<file path="src/design/mbs_packer.sv">
// Output packer for the Modbus PDU responder: gathers response bytes into 64-bit words.
// Depends on nothing but the clock and reset; holds one finished word for the consumer.
`default_nettype none
module mbs_packer (
    input  wire logic        aclk,
    input  wire logic        aresetn,
    input  wire logic        byte_valid,
    input  wire logic [7:0]  byte_data,
    input  wire logic        byte_last,
    output logic             byte_ready,
    output logic             m_valid,
    input  wire logic        m_ready,
    output logic [63:0]      m_chunk,
    output logic [3:0]       m_chunk_bytes,
    output logic             m_last_chunk
);
    logic [63:0] acc_reg, acc_next;
    logic [3:0]  cnt_reg, cnt_next;
    logic        ov_reg, ov_next;
    logic        ol_reg, ol_next;
    logic [63:0] od_reg, od_next;
    logic [3:0]  oc_reg, oc_next;
    logic [63:0] merged;
    logic        flush;

    assign byte_ready = !ov_reg || m_ready;
    assign merged     = acc_reg | ({56'd0, byte_data} << (6'd56 - {cnt_reg[2:0], 3'd0}));
    assign flush      = byte_valid && byte_ready && (byte_last || cnt_reg == 4'd7);

    always_comb begin
        acc_next = acc_reg;
        cnt_next = cnt_reg;
        ov_next  = ov_reg;
        ol_next  = ol_reg;
        od_next  = od_reg;
        oc_next  = oc_reg;
        if (ov_reg && m_ready) begin
            ov_next = 1'b0;
        end
        if (byte_valid && byte_ready) begin
            if (flush) begin
                od_next  = merged;
                oc_next  = cnt_reg + 4'd1;
                ol_next  = byte_last;
                ov_next  = 1'b1;
                acc_next = 64'd0;
                cnt_next = 4'd0;
            end else begin
                acc_next = merged;
                cnt_next = cnt_reg + 4'd1;
            end
        end
    end

    always_ff @(posedge aclk) begin
        if (!aresetn) begin
            acc_reg <= 64'd0;
            cnt_reg <= 4'd0;
            ov_reg  <= 1'b0;
        end else begin
            acc_reg <= acc_next;
            cnt_reg <= cnt_next;
            ov_reg  <= ov_next;
        end
        ol_reg <= ol_next;
        od_reg <= od_next;
        oc_reg <= oc_next;
    end

    assign m_valid       = ov_reg;
    assign m_chunk       = od_reg;
    assign m_chunk_bytes = oc_reg;
    assign m_last_chunk  = ol_reg;

    a_hold: assert property (@(posedge aclk) disable iff (!aresetn)
        ov_reg && !m_ready |=> ov_reg && $stable(od_reg) && $stable(oc_reg) && $stable(ol_reg))
        else $error("packer dropped or changed a held word");
    a_cnt: assert property (@(posedge aclk) disable iff (!aresetn) cnt_reg <= 4'd7)
        else $error("packer fill count out of range");
    a_bytes: assert property (@(posedge aclk) disable iff (!aresetn)
        ov_reg |-> (oc_reg != 4'd0 && oc_reg <= 4'd8))
        else $error("packer word byte count out of range");
endmodule
`default_nettype wire

</file>
<file path="config.mk">
export PLATFORM = sky130hd
export DESIGN_NAME = mbs_packer
export DESIGN_NICKNAME = d
export VERILOG_FILES = /design/src/design/mbs_packer.sv
export SDC_FILE = /design/constraint.sdc
export NUM_CORES = 1
export LEC_CHECK = 0
export ABC_AREA = 1
export BUFFER_PORTS_ARGS = -buffer_cell sky130_fd_sc_hd__buf_2
export CAP_MARGIN = 20
export CORE_MARGIN = 2
export CORE_UTILIZATION = 50
export DETAILED_ROUTE_END_ITERATION = 8
export GPL_TIMING_DRIVEN = 0
export PLACE_DENSITY_LB_ADDON = 0.3
export SLEW_MARGIN = 10
export SYNTH_ARGS = -nofsm -noshare
export SYNTH_HDL_FRONTEND = slang
export SYNTH_SLANG_ARGS = --single-unit
</file>
<file path="constraint.sdc">
create_clock -name aclk -period 3.6 [get_ports aclk]
set_input_delay 0.18 -clock aclk [delete_from_list [all_inputs] [get_ports aclk]]
set_output_delay 0.18 -clock aclk [all_outputs]
set_load 0.05 [all_outputs]
</file>
==> flow_summary.json <==
{
  "cts_made_buffers": 17,
  "cp-end-kind": "flop",
  "drt_iter0_drc": 266,
  "timing_worst_setup_path_type": "reg -> reg",
  "antenna_cells": 0,
  "crit_chain": "ha_1 -> nand3_1 -> nand2_1 -> nand2_2 -> inv_4",
  "maxSlewHeadroom": 0.437,
  "vias_per_cell": 5.14,
  "synthTopCellsByCount": "nor2_1 (110), dfxtp_1 (69), edfxtp_1 (69), a21oi_1 (58), nand2_1 (50)",
  "wl_per_cell_um": 15.4,
  "core.rowCount": 37,
  "p_per_area_nw_per_um2": 603,
  "multi_input_area_um2": 1490,
  "synth-main-ff-cell": "edfxtp_1",
  "cts_tree": "built",
  "power.leakage_nw": 2.83,
  "htreeDepth": 4,
  "cp-start-kind": "flop",
  "setup_ws_ns": 1.53,
  "ant_nets": 0,
  "regToRegSetupSlack_ns": 1.53,
  "finalClockSkew_ns": 0.00780,
  "synthDistinctLibCells": 24,
  "io_buffers": 83,
  "synth_top_area_frac": 0.392,
  "synth_adder_area_share": 0.00236,
  "finalCritPeriodShare": 0.574,
  "final_nets": 650,
  "post_cts_buffers": 0,
  "final-seq-area_um2": 3450,
  "fin_crit_ns": 2.07,
  "syn_area_um2": 5290,
  "antenna_found_initial": 0,
  "drv_cap": 0,
  "fin_setup_tns_ns": 0,
  "fp.dieArea_um2": 11400,
  "gr-total-overflow": 0,
  "setup_violations": 0,
  "grt_pass1_wl_mm": 19.0,
  "clockBufferDepth": 2,
  "grt_pass1_vias": 3845,
  "chipHeight_um": 107,
  "synth_top_family_by_area": "simple AND/OR/NAND/NOR gates",
  "yosys.area_share.simple": 0.201,
  "cpPeakStageDelay_ns": 0.58,
  "outcome": "completed",
  "remaining_drc_errors": 0,
  "io_pins": 84,
  "yosysMostFrequentCell": "nor2_1",
  "synth-edff-count": 69,
  "clockRootBuffer": "clkbuf_8",
  "tightest_slew_ns": 0.844,
  "synth_compound_area_frac": 0.0766,
  "grt_max_degree": 70,
  "rsz0062_at_grt": "no",
  "yosysTopAreaCell": "edfxtp_1",
  "syn_inst": 531,
  "ys_ff_latch": 138,
  "crit_arrival_ns": 2.23,
  "clkSinkCount": 138,
  "dpl.hpwl_mm": 8.13,
  "cp_max_fo": 69,
  "clkTransAtPathRegs_ns": 0.06,
  "drv_slew": 0,
  "start_util": 0.515,
  "syn_area_per_cell_um2": 9.96,
  "hold_viol_final": 0,
  "synth_area_leaders": "edfxtp_1 (39%), dfxtp_1 (26%), nor2_1 (7.8%)",
  "clock_latency_ns": 0.54,
  "first_pass_iters": 5,
  "yosys.area_share.xor_xnor": 0.00166,
  "coreArea_um2": 10300,
  "muxShareOfSynthArea": 0,
  "grt_usage": 0.224,
  "holdCritPathClass": "in -> reg",
  "place_ws_ns": 1.57,
  "async_flop_share": 0,
  "place_congestion": 0.839,
  "synth_fp_nets": 545,
  "yosysWarnings": 0,
  "ys_seq_area_frac": 0.653,
  "drive_gt1_frac": 0.274,
  "wl_mm": 12.1,
  "required_ns": 3.77,
  "timing.fmax_mhz": 484,
  "ir_drop_mv": 0.331,
  "die_w_um": 107,
  "num-fill-cells": 855,
  "routed-via-count": 4036,
  "area_growth_pct": 24.2,
  "critPathSlowestCell": "inv_4"
}
worst paths after layout:
path                              end  depth (start not counted)                     start
max reg2reg     m_chunk[21]$_DFFE_PP_                          5   cnt_reg[1]$_SDFFE_PN0P_
min          acc_reg[20]$_SDFFE_PN0P_                          5              byte_data[4]
max             m_chunk[21]$_DFFE_PP_                          5   cnt_reg[1]$_SDFFE_PN0P_
min reg2reg  acc_reg[26]$_SDFFE_PN0P_                          2  acc_reg[26]$_SDFFE_PN0P_
through the flow:
step                      hold WS, ns   util  cell area, µm²  total power [mW]  cells
after CTS                      0.0975  0.639            6570              3.97    785
final                           0.111  0.639            6570              3.96    785
after detailed placement        0.381  0.572            5880              2.05    750
after floorplan                 0.279      -            5290              1.97    531
after global routing            0.108  0.639            6570              4.07    785
after global placement          0.375  0.572            5880              2.05    750
kinds of logic after synthesis:
logic type	Yosys count
buffers and inverters	75
AND/OR/NAND/NOR	239
adder cells (fa/ha/maj)	1
XOR/XNOR	1
flip-flops	138
AO/OA/AOI/OAI	77
cell usage in the layout (no fill, tap or decap), types with 3 or more instances in the layout:
| master | n |
|---|---|
| inv_1 | 46 |
| dlygate4sd3_1 | 3 |
| nand4_1 | 8 |
| inv_6 | 3 |
| edfxtp_1 | 69 |
| o21ai_0 | 16 |
| a21oi_1 | 58 |
| nor3_1 | 8 |
| dfxtp_1 | 69 |
| nor2_1 | 110 |
| buf_4 | 6 |
| nand3_1 | 26 |
| clkinvlp_4 | 3 |
| nand2_2 | 3 |
| clkbuf_1 | 5 |
| clkbuf_16 | 16 |
| or2_2 | 32 |
| buf_2 | 96 |
| bufinv_16 | 6 |
| buf_6 | 4 |
| nand2_1 | 50 |
worst max-delay path, delay by kind of cell (launching register included):
family | cells | cell delay (ns)
and+or+nand+nor | 3 | 0.30
adders and majority gates | 1 | 0.26
DFF | 1 | 0.47
buffers and inverters | 1 | 0.58
report_power, final:
group / switching [mW] / internal (mW) / total (mW)
clock: 0.665 / 1.27 / 1.94
sequential: 0.0123 / 1.70 / 1.71
combinational: 0.251 / 0.0684 / 0.319
routing by layer:
| layer | up-vias | global-route usage | wire (µm) |
|---|---|---|---|
| li1 | 1956 | - | - |
| met1 | 1896 | 0.280 | 5100 |
| met2 | 152 | 0.369 | 5970 |
| met3 | 32 | 0.0584 | 690 |
| met4 | 0 | 0.0993 | 301 |
| met5 | - | 0 | 0 |
what timing repair did:
action | CTS | global route
gates resized for setup | 0 | 0
hold buffers | 3 | 0
endpoints found under the hold margin | 3 | 0
area by class of cell:
class                   instances  share of cell area
plain buffers                  27              0.0259
clock buffers                  18              0.0636
flip-flops and latches        138               0.526
repair buffers                 86              0.0678
inverters                      48              0.0278
multi-input cells             318               0.226
well taps                     136              0.0259
clock inverters                14              0.0369
Power figures use the tool's default switching activity.
